### config.mk
export PLATFORM = sky130hd
export DESIGN_NAME = integer_text_parser_top
export DESIGN_NICKNAME = d
export VERILOG_FILES = /design/src/design/itp_pkg.sv /design/src/design/itp_step.sv /design/src/design/integer_text_parser_top.sv
export SDC_FILE = /design/constraint.sdc
export NUM_CORES = 2
export LEC_CHECK = 0
export ABC_CLOCK_PERIOD_IN_PS = 10500
export BUFFER_PORTS_ARGS = -buffer_cell sky130_fd_sc_hd__buf_2
export CAP_MARGIN = 20
export CORE_MARGIN = 4
export CORE_UTILIZATION = 29
export CTS_CLUSTER_DIAMETER = 50
export DETAILED_ROUTE_END_ITERATION = 12
export PLACE_DENSITY = 0.43
export SETUP_SLACK_MARGIN = 0.3
export SYNTH_ARGS = -nofsm -noshare
export SYNTH_HDL_FRONTEND = slang
export SYNTH_SLANG_ARGS = --single-unit
### constraint.sdc
create_clock -name clock -period 10.5 [get_ports clock]
set_input_delay 1.05 -clock clock [delete_from_list [all_inputs] [get_ports clock]]
set_output_delay 1.05 -clock clock [all_outputs]
set_load 0.05 [all_outputs]
### src/design/itp_pkg.sv
// ----------------------------------------------------------------------------
// itp_pkg
// Shared types, codes and character helpers for the integer text parser.
// ----------------------------------------------------------------------------
package itp_pkg;

   localparam int DEFAULT_MAX_LEN = 255;

   localparam int VALUE_W  = 64;
   localparam int BASE_W   = 6;
   localparam int OFFSET_W = 8;
   localparam int PHASE_W  = 3;
   localparam int CSR_IDX_W  = 1;
   localparam int CSR_DATA_W = BASE_W;

   // register indexes
   localparam logic [CSR_IDX_W-1:0] CSR_NUMBER_BASE = 1'd0;
   localparam logic [CSR_IDX_W-1:0] CSR_SIGNED_MODE = 1'd1;

   localparam logic [BASE_W-1:0] NUMBER_BASE_RESET = 6'd10;
   localparam logic              SIGNED_MODE_RESET = 1'b1;

   // parse phases
   localparam logic [PHASE_W-1:0] PH_WS1    = 3'd0;
   localparam logic [PHASE_W-1:0] PH_WS2    = 3'd1;
   localparam logic [PHASE_W-1:0] PH_START  = 3'd2;
   localparam logic [PHASE_W-1:0] PH_ZERO   = 3'd3;
   localparam logic [PHASE_W-1:0] PH_HEXX   = 3'd4;
   localparam logic [PHASE_W-1:0] PH_DIGITS = 3'd5;
   localparam logic [PHASE_W-1:0] PH_DONE   = 3'd6;

   localparam logic [BASE_W-1:0] BASE_AUTO = 6'd0;
   localparam logic [BASE_W-1:0] BASE_ONE  = 6'd1;
   localparam logic [BASE_W-1:0] BASE_OCT  = 6'd8;
   localparam logic [BASE_W-1:0] BASE_DEC  = 6'd10;
   localparam logic [BASE_W-1:0] BASE_HEX  = 6'd16;
   localparam logic [BASE_W-1:0] BASE_MAX  = 6'd36;

   // no digit: above every legal base
   localparam logic [BASE_W-1:0] NO_DIGIT = 6'd63;

   localparam logic [7:0] CHR_SPACE = 8'h20;
   localparam logic [7:0] CHR_TAB   = 8'h09;
   localparam logic [7:0] CHR_LF    = 8'h0A;
   localparam logic [7:0] CHR_VT    = 8'h0B;
   localparam logic [7:0] CHR_FF    = 8'h0C;
   localparam logic [7:0] CHR_CR    = 8'h0D;
   localparam logic [7:0] CHR_PLUS  = 8'h2B;
   localparam logic [7:0] CHR_MINUS = 8'h2D;
   localparam logic [7:0] CHR_ZERO  = 8'h30;
   localparam logic [7:0] CHR_NINE  = 8'h39;
   localparam logic [7:0] CHR_UA    = 8'h41;
   localparam logic [7:0] CHR_UX    = 8'h58;
   localparam logic [7:0] CHR_UZ    = 8'h5A;
   localparam logic [7:0] CHR_LA    = 8'h61;
   localparam logic [7:0] CHR_LX    = 8'h78;
   localparam logic [7:0] CHR_LZ    = 8'h7A;

   typedef struct packed {
      logic [7:0] char_in;
      logic       first_char;
   } req_type;

   typedef struct packed {
      logic [VALUE_W-1:0]  value_bits;
      logic [OFFSET_W-1:0] end_offset;
      logic                done_res;
   } rsp_type;

   // parse state; nacc tracks the two's complement negation of acc
   typedef struct packed {
      logic [PHASE_W-1:0] phase;
      logic               negative;
      logic [BASE_W-1:0]  eff_base;
      logic [VALUE_W-1:0] acc;
      logic [VALUE_W-1:0] nacc;
   } state_type;

   function automatic logic is_blank(input logic [7:0] c);
      return (c == CHR_SPACE) || (c == CHR_TAB) || (c == CHR_LF) ||
             (c == CHR_CR) || (c == CHR_FF) || (c == CHR_VT);
   endfunction

   function automatic logic [BASE_W-1:0] digit_value(input logic [7:0] c);
      logic [7:0] d;
      d = 8'd0;
      if (c >= CHR_ZERO && c <= CHR_NINE) begin
         d = c - CHR_ZERO;
      end else if (c >= CHR_LA && c <= CHR_LZ) begin
         d = c - CHR_LA + 8'd10;
      end else if (c >= CHR_UA && c <= CHR_UZ) begin
         d = c - CHR_UA + 8'd10;
      end else begin
         d = {2'b00, NO_DIGIT};
      end
      return d[BASE_W-1:0];
   endfunction

endpackage

### src/design/itp_step.sv
// ----------------------------------------------------------------------------
// itp_step
// Next-state and result logic for one character: sign/prefix handling and
// the multiply-add digit accumulation.
// ----------------------------------------------------------------------------
module itp_step #(
   parameter int MAX_LEN = itp_pkg::DEFAULT_MAX_LEN,
   parameter int POS_W   = $clog2(MAX_LEN + 1)
) (
   input  itp_pkg::state_type           cur_state,
   input  logic [POS_W-1:0]             cur_pos,
   input  logic [POS_W-1:0]             cur_end,
   input  itp_pkg::req_type             req,
   input  logic [itp_pkg::BASE_W-1:0]   number_base,
   input  logic                         signed_mode,
   output itp_pkg::state_type           nxt_state,
   output logic [POS_W-1:0]             nxt_pos,
   output logic [POS_W-1:0]             nxt_end,
   output itp_pkg::rsp_type             rsp
);
   import itp_pkg::*;

   localparam logic [POS_W-1:0] POS_MAX = POS_W'(MAX_LEN);

   state_type           s;
   logic [POS_W-1:0]    pos;
   logic [POS_W-1:0]    endp;
   logic [POS_W-1:0]    nxt;
   logic [7:0]          c;
   logic [BASE_W-1:0]   d;
   logic                stop;
   logic                take;
   logic [POS_W+7:0]    end_ext;

   assign c = req.char_in;
   assign d = digit_value(c);

   always_comb begin
      s    = cur_state;
      pos  = cur_pos;
      endp = cur_end;
      if (req.first_char) begin
         s.phase    = PH_WS1;
         s.negative = 1'b0;
         s.eff_base = '0;
         s.acc      = '0;
         s.nacc     = '0;
         pos        = '0;
         endp       = '0;
      end
   end

   assign nxt = (pos < POS_MAX) ? pos + POS_W'(1) : POS_MAX;

   always_comb begin
      nxt_state = s;
      nxt_end   = endp;
      stop      = 1'b0;
      take      = 1'b0;

      // whitespace and sign stage
      if (s.phase == PH_WS1) begin
         if (is_blank(c)) begin
            stop = 1'b1;
         end else if (signed_mode && (c == CHR_MINUS || c == CHR_PLUS)) begin
            nxt_state.negative = (c == CHR_MINUS);
            nxt_state.phase    = PH_WS2;
            stop               = 1'b1;
         end else if (!signed_mode && c == CHR_PLUS) begin
            nxt_state.phase = PH_START;
            stop            = 1'b1;
         end else begin
            nxt_state.phase = PH_START;
         end
      end else if (s.phase == PH_WS2) begin
         if (is_blank(c)) begin
            stop = 1'b1;
         end else if (c == CHR_PLUS) begin
            nxt_state.phase = PH_START;
            stop            = 1'b1;
         end else begin
            nxt_state.phase = PH_START;
         end
      end

      // base selection and prefix
      if (!stop) begin
         if (nxt_state.phase == PH_START) begin
            if (number_base == BASE_ONE || number_base > BASE_MAX) begin
               nxt_state.phase = PH_DONE;
               stop            = 1'b1;
            end else if ((number_base == BASE_AUTO || number_base == BASE_HEX) &&
                         c == CHR_ZERO) begin
               nxt_state.eff_base = (number_base == BASE_AUTO) ? BASE_OCT : BASE_HEX;
               nxt_state.acc      = '0;
               nxt_state.nacc     = '0;
               nxt_end            = nxt;
               nxt_state.phase    = PH_ZERO;
               stop               = 1'b1;
            end else begin
               nxt_state.eff_base = (number_base == BASE_AUTO) ? BASE_DEC : number_base;
               nxt_state.phase    = PH_DIGITS;
            end
         end else if (nxt_state.phase == PH_ZERO) begin
            if (c == CHR_LX || c == CHR_UX) begin
               nxt_state.eff_base = BASE_HEX;
               nxt_state.phase    = PH_HEXX;
               stop               = 1'b1;
            end else begin
               nxt_state.phase = PH_DIGITS;
            end
         end else if (nxt_state.phase == PH_HEXX) begin
            stop = 1'b1;
            if (d < BASE_HEX) begin
               take            = 1'b1;
               nxt_state.phase = PH_DIGITS;
            end else begin
               nxt_state.phase = PH_DONE;
            end
         end
      end

      if (!stop && nxt_state.phase == PH_DIGITS) begin
         if (d < nxt_state.eff_base) begin
            take = 1'b1;
         end else begin
            nxt_state.phase = PH_DONE;
         end
      end

      // multiply-add on acc and nacc; the base is the one in force after the prefix stage
      if (take) begin
         nxt_state.acc  = VALUE_W'(s.acc  * VALUE_W'(nxt_state.eff_base)) + VALUE_W'(d);
         nxt_state.nacc = VALUE_W'(s.nacc * VALUE_W'(nxt_state.eff_base)) - VALUE_W'(d);
         nxt_end        = nxt;
      end
   end

   assign nxt_pos = nxt;
   assign end_ext = {8'd0, nxt_end};

   assign rsp.value_bits = nxt_state.negative ? nxt_state.nacc : nxt_state.acc;
   assign rsp.end_offset = (end_ext > (POS_W+8)'(255)) ? 8'hFF : end_ext[7:0];
   assign rsp.done_res   = (nxt_state.phase == PH_DONE);

endmodule

### src/design/integer_text_parser_top.sv
// ----------------------------------------------------------------------------
// integer_text_parser_top
// Character-serial strtol/strtoul style parser into a 64-bit value.
// ----------------------------------------------------------------------------
// Usage:
//  - req channel carries one character per transfer; first_char restarts the
//    parse with that character as the first of a new string.
//  - rsp channel returns one result per character: value so far (negated
//    after a '-'), end offset just past the last digit, and a done flag.
//  - csr port writes number_base (index 0) and signed_mode (index 1); write
//    only while the block is idle. Reset values: base 10, signed mode on.
// Path: an accepted character sits in the input register, is evaluated and
//  lands in the result register once that register is free; rsp_valid is
//  high from then on until the transfer.
// Throughput: one character per cycle while rsp_ready stays high; the limit
//  is the parse state loop, a 64x6 multiply-add on acc and nacc per character.
// Stall: when rsp_ready is low the result holds, the input register keeps
//  one more character and req_ready drops once both are full.
// Reset: synchronous, clears both valid flags and the parse state; no
//  clearing pass is needed.
// ----------------------------------------------------------------------------
module integer_text_parser_top #(
   parameter int MAX_LEN = itp_pkg::DEFAULT_MAX_LEN
) (
   input  logic                              clock,
   input  logic                              reset,
   // request channel
   input  logic                              req_valid,
   output logic                              req_ready,
   input  itp_pkg::req_type                  req_data,
   // response channel
   output logic                              rsp_valid,
   input  logic                              rsp_ready,
   output itp_pkg::rsp_type                  rsp_data,
   // register write port
   input  logic                              csr_write_en,
   input  logic [itp_pkg::CSR_IDX_W-1:0]     csr_index,
   input  logic [itp_pkg::CSR_DATA_W-1:0]    csr_wdata
);
   import itp_pkg::*;

   localparam int POS_W = $clog2(MAX_LEN + 1);

   // configuration registers
   logic [BASE_W-1:0] number_base_ff;
   logic              signed_mode_ff;

   // input register
   logic    in_vld_ff;
   req_type in_ff;

   // result register
   logic    rsp_vld_ff;
   rsp_type rsp_ff;

   // parse state
   state_type        st_ff;
   logic [POS_W-1:0] pos_ff;
   logic [POS_W-1:0] end_ff;

   // step outputs
   state_type        st_in;
   logic [POS_W-1:0] pos_in;
   logic [POS_W-1:0] end_in;
   rsp_type          rsp_in;

   logic advance;   // input register moves into the result register
   logic req_xfer;

   assign advance   = in_vld_ff && (!rsp_vld_ff || rsp_ready);
   assign req_ready = !in_vld_ff || advance;
   assign req_xfer  = req_valid && req_ready;

   assign rsp_valid = rsp_vld_ff;
   assign rsp_data  = rsp_ff;

   // config writes
   always_ff @(posedge clock) begin
      if (reset) begin
         number_base_ff <= NUMBER_BASE_RESET;
         signed_mode_ff <= SIGNED_MODE_RESET;
      end else if (csr_write_en) begin
         unique case (csr_index)
            CSR_NUMBER_BASE: number_base_ff <= csr_wdata;
            CSR_SIGNED_MODE: signed_mode_ff <= csr_wdata[0];
            default: ;
         endcase
      end
   end

   itp_step #(
      .MAX_LEN (MAX_LEN),
      .POS_W   (POS_W)
   ) u_step (
      .cur_state   (st_ff),
      .cur_pos     (pos_ff),
      .cur_end     (end_ff),
      .req         (in_ff),
      .number_base (number_base_ff),
      .signed_mode (signed_mode_ff),
      .nxt_state   (st_in),
      .nxt_pos     (pos_in),
      .nxt_end     (end_in),
      .rsp         (rsp_in)
   );

   // handshake control
   always_ff @(posedge clock) begin
      if (reset) begin
         in_vld_ff  <= 1'b0;
         rsp_vld_ff <= 1'b0;
      end else begin
         if (req_xfer) begin
            in_vld_ff <= 1'b1;
         end else if (advance) begin
            in_vld_ff <= 1'b0;
         end
         if (advance) begin
            rsp_vld_ff <= 1'b1;
         end else if (rsp_ready) begin
            rsp_vld_ff <= 1'b0;
         end
      end
   end

   // parse state advances with each evaluated character
   always_ff @(posedge clock) begin
      if (reset) begin
         st_ff.phase    <= PH_WS1;
         st_ff.negative <= 1'b0;
         st_ff.eff_base <= '0;
         st_ff.acc      <= '0;
         st_ff.nacc     <= '0;
         pos_ff         <= '0;
         end_ff         <= '0;
      end else if (advance) begin
         st_ff  <= st_in;
         pos_ff <= pos_in;
         end_ff <= end_in;
      end
   end

   // payload registers
   always_ff @(posedge clock) begin
      if (req_xfer) begin
         in_ff <= req_data;
      end
      if (advance) begin
         rsp_ff <= rsp_in;
      end
   end

`ifndef NO_ASSERTIONS
   // a held result must agree with the stored phase
   a_done_matches_phase: assert property (@(posedge clock) disable iff (reset)
      rsp_vld_ff |-> (rsp_ff.done_res == (st_ff.phase == PH_DONE)))
      else $error("done flag out of step with parse phase");

   // end pointer never runs past the read position
   a_end_le_pos: assert property (@(posedge clock) disable iff (reset)
      end_ff <= pos_ff)
      else $error("end position beyond read position");

   // an evaluated character always lands in the result register
   a_advance_fills: assert property (@(posedge clock) disable iff (reset)
      advance |=> rsp_vld_ff)
      else $error("evaluated character lost");

   // empty input register never blocks the sender
   a_ready_when_empty: assert property (@(posedge clock) disable iff (reset)
      !in_vld_ff |-> req_ready)
      else $error("input stalled while empty");
`endif

endmodule
-- Yosys cells after proc, flatten, opt, wreduce, memory -nomap -nowiden
Index checks and enable logic that the tools add are counted.
- input port bits: 21
- output and inout port bits: 75
- logic and storage cells: 153
- flip-flop bits (word level): 245
- eq/ne operators: 19
- $mul: 2
- magnitude comparators: 11
- bitwise gates (word level): 1
- $add $sub $neg: 8
- muxes and demuxes: 66
- reductions and logical operators: 30
- operators with widths (operator ; count):
    $mux W128 ; 3
    $mux W134 ; 2
    $mux W138 ; 1
    $mul A64 B6 Y64 ; 2
    $add A64 B6 Y64 ; 1
    $mux W64 ; 1
    $mux W8 ; 8
    $sub A64 B6 Y64 ; 1
    $mux W6 ; 8
    $eq A8 B4 Y1 const B ; 5
    $mux W3 ; 11
    $eq A8 B6 Y1 const B ; 4
    $mux W1 ; 28
    $eq A8 B7 Y1 const B ; 2
    $ge A8 B7 Y1 const B ; 2
    $le A8 B7 Y1 const B ; 2
    $add A6 B4 Y6 const B ; 2
    $sub A6 B6 Y6 const B ; 2
    $logic_or A1 B1 Y1 ; 11
    $eq A3 B3 Y1 const B ; 3
    $logic_and A1 B1 Y1 ; 9
    $add A8 B1 Y8 const B ; 1
    $ge A8 B6 Y1 const B ; 1
    $gt A8 B8 Y1 const B ; 1
    19 further kinds ; 26

-- Longest topological paths before layout
- depth after elaboration: 19
- mapped depth: 31
- mapped depth without buffers: 30

-- Hierarchy
A second synthesis with hierarchy kept.
- cells, all modules: 4626
- area, all modules: 39123.8 sq um
- modules (own cells, without submodules) (module ; times used ; cells an instance ; area an instance (sq um)):
    itp_step ; 1 ; 3843 ; 29269.3
    integer_text_parser_top ; 1 ; 783 ; 9854.5

-- Worst setup path after synthesis
Ideal clock, no wire load.
- path type: register to register
- from: register in_ff[2] (netlist name)
- to: register rsp_ff, in the netlist rsp_data[72], data pin
- path slack: 2789 ps
- arrival time: 7441 ps
- stages on the path, launching flop included: 30
- clock period less this slack: 7711 ps
- data required time: 10229 ps
- setup time: 271 ps
- path through: edfxtp_1 inv_1 ha_1 or4_1 nand4_2 a21o_1 nand2_4 a221o_2 inv_2 clkbuf_1 clkbuf_1 nor2_1 fa_1 inv_1 fa_1 inv_1 fa_1 ha_1 ha_1 clkbuf_1 and3_1 nand4_1 or3_1 or4b_1 a211oi_1 o21ai_0 a21o_1 a211oi_1 nor3b_2 a2bb2oi_1
- RTL lines (what ; RTL line ; RTL):
    start: declaration ; integer_text_parser_top.sv:50 ; req_type in_ff;
    start signal: assignment ; integer_text_parser_top.sv:146 ; in_ff <= req_data;
    end signal: assignment ; integer_text_parser_top.sv:149 ; rsp_ff <= rsp_in;
    end: declaration ; integer_text_parser_top.sv:54 ; rsp_type rsp_ff;

==> flow_summary_export.csv <==
group,metric,value,unit
floorplanning,fp-row-count,128,
floorplanning,die_width,360,um
yosys,ys_ff_latch,245,
critical_path,crit_path_start,"in_ff[1]$_DFFE_PP_",
sta,finalSetupTns,0,ps
clocking,htreeDepth,2,
power_and_ir_drop,p_leak,18.0,nW
sta,rsz0062_at_grt,"false",
floorplanning,die_h,360,um
power_and_ir_drop,finalPower,5.15,mW
route,antenna_left,0,
global_route,antenna_found_initial,7,
sta,tightest_slew,1080,ps
placement,hpwl,99000,um
clocking,clock_latency,660,ps
critical_path,worstPathMaxFanout,39,
route,drc,0,
sta,post-route-period-util,0.894,
critical_path,worstSetupStartpointType,"register",
sta,setup_violations,0,
route,drt_wl_total,130000,um
route,route.detailed.wl_per_inst,21.4,um
yosys,synth_area_leaders,"fa_1 27%, ha_1 9.5%, dfxtp_1 9.1%, edfxtp_1 6.9%, nor2_1 6.7%",
layout,syn_to_final_growth,11.6,%
critical_path,r2r-start,"in_ff[1]$_DFFE_PP_",
min_path,hold_class,"reg -> reg",
clocking,clockBufferDepth,3,
clocking,root_buffer,"clkbuf_16",
sta,hold_viol,0,
critical_path,crit_type,"reg -> reg",
route,num_vias,30900,
yosys,synth_cells,4427,
route,drt-pass1-iter-count,5,
layout,drive_gt1_frac,0.0678,
global_route,grt_max_degree,133,
yosys,yosys.area.top_type_share,0.268,
floorplanning,io_pins,96,
floorplanning,start_util,0.293,
yosys,synth-seq-area-share,0.160,
clocking,cts_tree,"built",
yosys,synthArstFlopShare,0,
critical_path,worstPathRequired,10870,ps
route,first_iter_violations,1905,
sta,fin_skew,37.4,ps
critical_path,end_kind,"register",
sta,slew_viol_final,0,
yosys,synth_fp_nets,5201,
global_route,grt_overflow_total,0,
power_and_ir_drop,ir_drop,134,uV
yosys,yosys_warnings,0,
route,avgViaCountPerCell,5.09,
clocking,path_clk_slew,50,ps
sta,slew_headroom,0.262,
floorplanning,core,0.122,mm2
sta,fin_crit,9390,ps
critical_path,reg2reg_depth,26,
yosys,synth_edf_count,82,
power_and_ir_drop,p_per_area,129,mW/mm2
run,maxCapViolCount,0,
clocking,clock-sinks,245,
clocking,cts_resized,0,
global_route,grt_pass1_vias,32300,
sta,fmax,106,MHz
clocking,ctsHoldBuffers,0,
yosys,yosysUniqueCellTypes,92,
critical_path,crit_end,"rsp_data[72]$_DFFE_PP_",
clocking,numCtsBuffers,57,
yosys,synthesis.area,0.0359,mm2
global_route,grtUsageTotal,0.200,
critical_path,cp.arrival,9760,ps
placement,portBuffers,95,
critical_path,reg2reg_to,"rsp_data[72]$_DFFE_PP_",
outcome,status,"finished, final reports clean",
global_route,grt_first_pass_wirelength,202000,um
layout,fin_nets,5165,
yosys,synthFlopType,"dfxtp_1",
clocking,post-cts-setup-buffers,0,
critical_path,regToRegSetupSlack,1110,ps
placement,gp_congestion,0.850,
yosys,synth_area_per_cell,8.11,um2
floorplanning,die_area,0.129,mm2
min_path,hp-start,"st_ff[54]$_SDFFE_PP0P_",
yosys,synth_top_area_cell,"fa_1",
==> critical path, cell delays in order, from the launching register on <==
cell and delay [ps]:
edfxtp_1 480, inv_1 190, ha_1 220, nor3b_1 480, a31oi_1 210, a21oi_2 400
or4_1 230, nand2_1 110, inv_4 400, buf_4 480, nor2_1 130, fa_1 580
fa_1 440, fa_1 460, ha_1 290, ha_1 380, nand4_1 100, or2_2 300
nor4_1 490, nor3_1 200, or4b_1 580, a211oi_1 770, o21ai_0 310, a21o_1 260
a211oi_1 260, nor3b_2 100, a2bb2oi_1 170
==> power by group <==
group	switching (mW)	internal (mW)	leakage (nW)
sequential	0.0429	1.05	2.14
combinational	1.43	0.721	14.9
clock	0.704	1.21	0.975
==> logic make-up (layout without fill, tap and decap cells) <==
logic type	after synthesis	in the layout	share of synthesized area
compound gates	835	835	0.150
xor+xnor	127	127	0.0314
fa+ha+maj	753	753	0.363
buf+inv	744	757	0.0788
flops	245	245	0.160
mux	50	50	0.0140
other cells	0	1	0
simple gates	1673	1673	0.203
==> synthesized netlist by cell type (all sizes together) (7+ instances only) <==
master,number
a21oi,299
a221oi,7
nand2,588
nor3,114
and2,16
and3,37
nand4,24
xor2,44
mux2i,49
o21bai,20
nand3b,7
ha,272
a21o,65
o31a,7
a211oi,125
edfxtp,82
o21ai,120
clkbuf,203
or3,16
a22oi,18
buf,38
a21boi,9
o211a,9
nand2b,21
inv,500
dfxtp,163
nand3,48
o31ai,9
o21a,22
o211ai,16
a311oi,10
or2,10
a221o,7
a31oi,32
xnor2,82
nor2b,110
nor4,11
nor2,642
fa,481
==> worst min path at each step <==
stage,endpoint,slack [ps],depth (start not counted)
after global routing,end_ff[1]$_SDFFE_PP0P_,490,2
after global placement,st_ff[54]$_SDFFE_PP0P_,440,2
final,st_ff[54]$_SDFFE_PP0P_,450,2
after CTS,st_ff[54]$_SDFFE_PP0P_,450,2
after floorplan,st_ff[54]$_SDFFE_PP0P_,430,2
after detailed placement,st_ff[54]$_SDFFE_PP0P_,440,2
==> per-layer routing <==
layer | GRT usage | routed length [um] | part of all wire | up-vias
li1 | - | - | - | 14600
met1 | 0.276 | 60700 | 0.47 | 15500
met2 | 0.328 | 59600 | 0.46 | 679
met3 | 0.0295 | 6130 | 0.047 | 143
met4 | 0.0528 | 3560 | 0.027 | 0
met5 | 0 | 0 | 0 | -
==> area by class of cell <==
class	count	area [um2]
clock buffers	62	1480
multi-input cells	3438	27400
diodes	1	2.50
repair buffers	146	952
inverters	503	1910
flip-flops and latches	245	5730
clock inverters	46	537
well taps	1625	2030
fillers	13100	82300
==> registers in the layout (all words and copies together) (netlist names) <==
register and cells:
st_ff 138, rsp_data 73, in_ff 9, end_ff 8, pos_ff 8, number_base_ff 6, in_vld_ff 1, rsp_valid 1
signed_mode_ff 1
==> stage by stage <==
step           hold WS, ps  std cells  setup slack, ps  instance area (um2)  utilization
6_report               448       6066             1110                40100        0.327
5_1_grt                486       6065              656                40100        0.327
4_1_cts                450       6065             1200                40100        0.327
3_5_place_dp           444       5957             1210                38100        0.311
3_3_place_gp           439       5957             1320                38100        0.311
2_1_floorplan          432       4427             2790                35900            -
==> placed cells by master (no fill, tap or decap), types with 94 or more instances in the layout <==
cell type / synthesis / final
fa_1: 481 / 481
dfxtp_1: 163 / 163
inv_1: 496 / 496
nand2_1: 587 / 587
a211oi_1: 123 / 123
nor2b_1: 110 / 110
nor2_1: 641 / 639
nor3_1: 114 / 114
ha_1: 272 / 272
buf_2: 19 / 94
o21ai_0: 114 / 114
a21oi_1: 298 / 298
(Power assumes the default switching activity.)
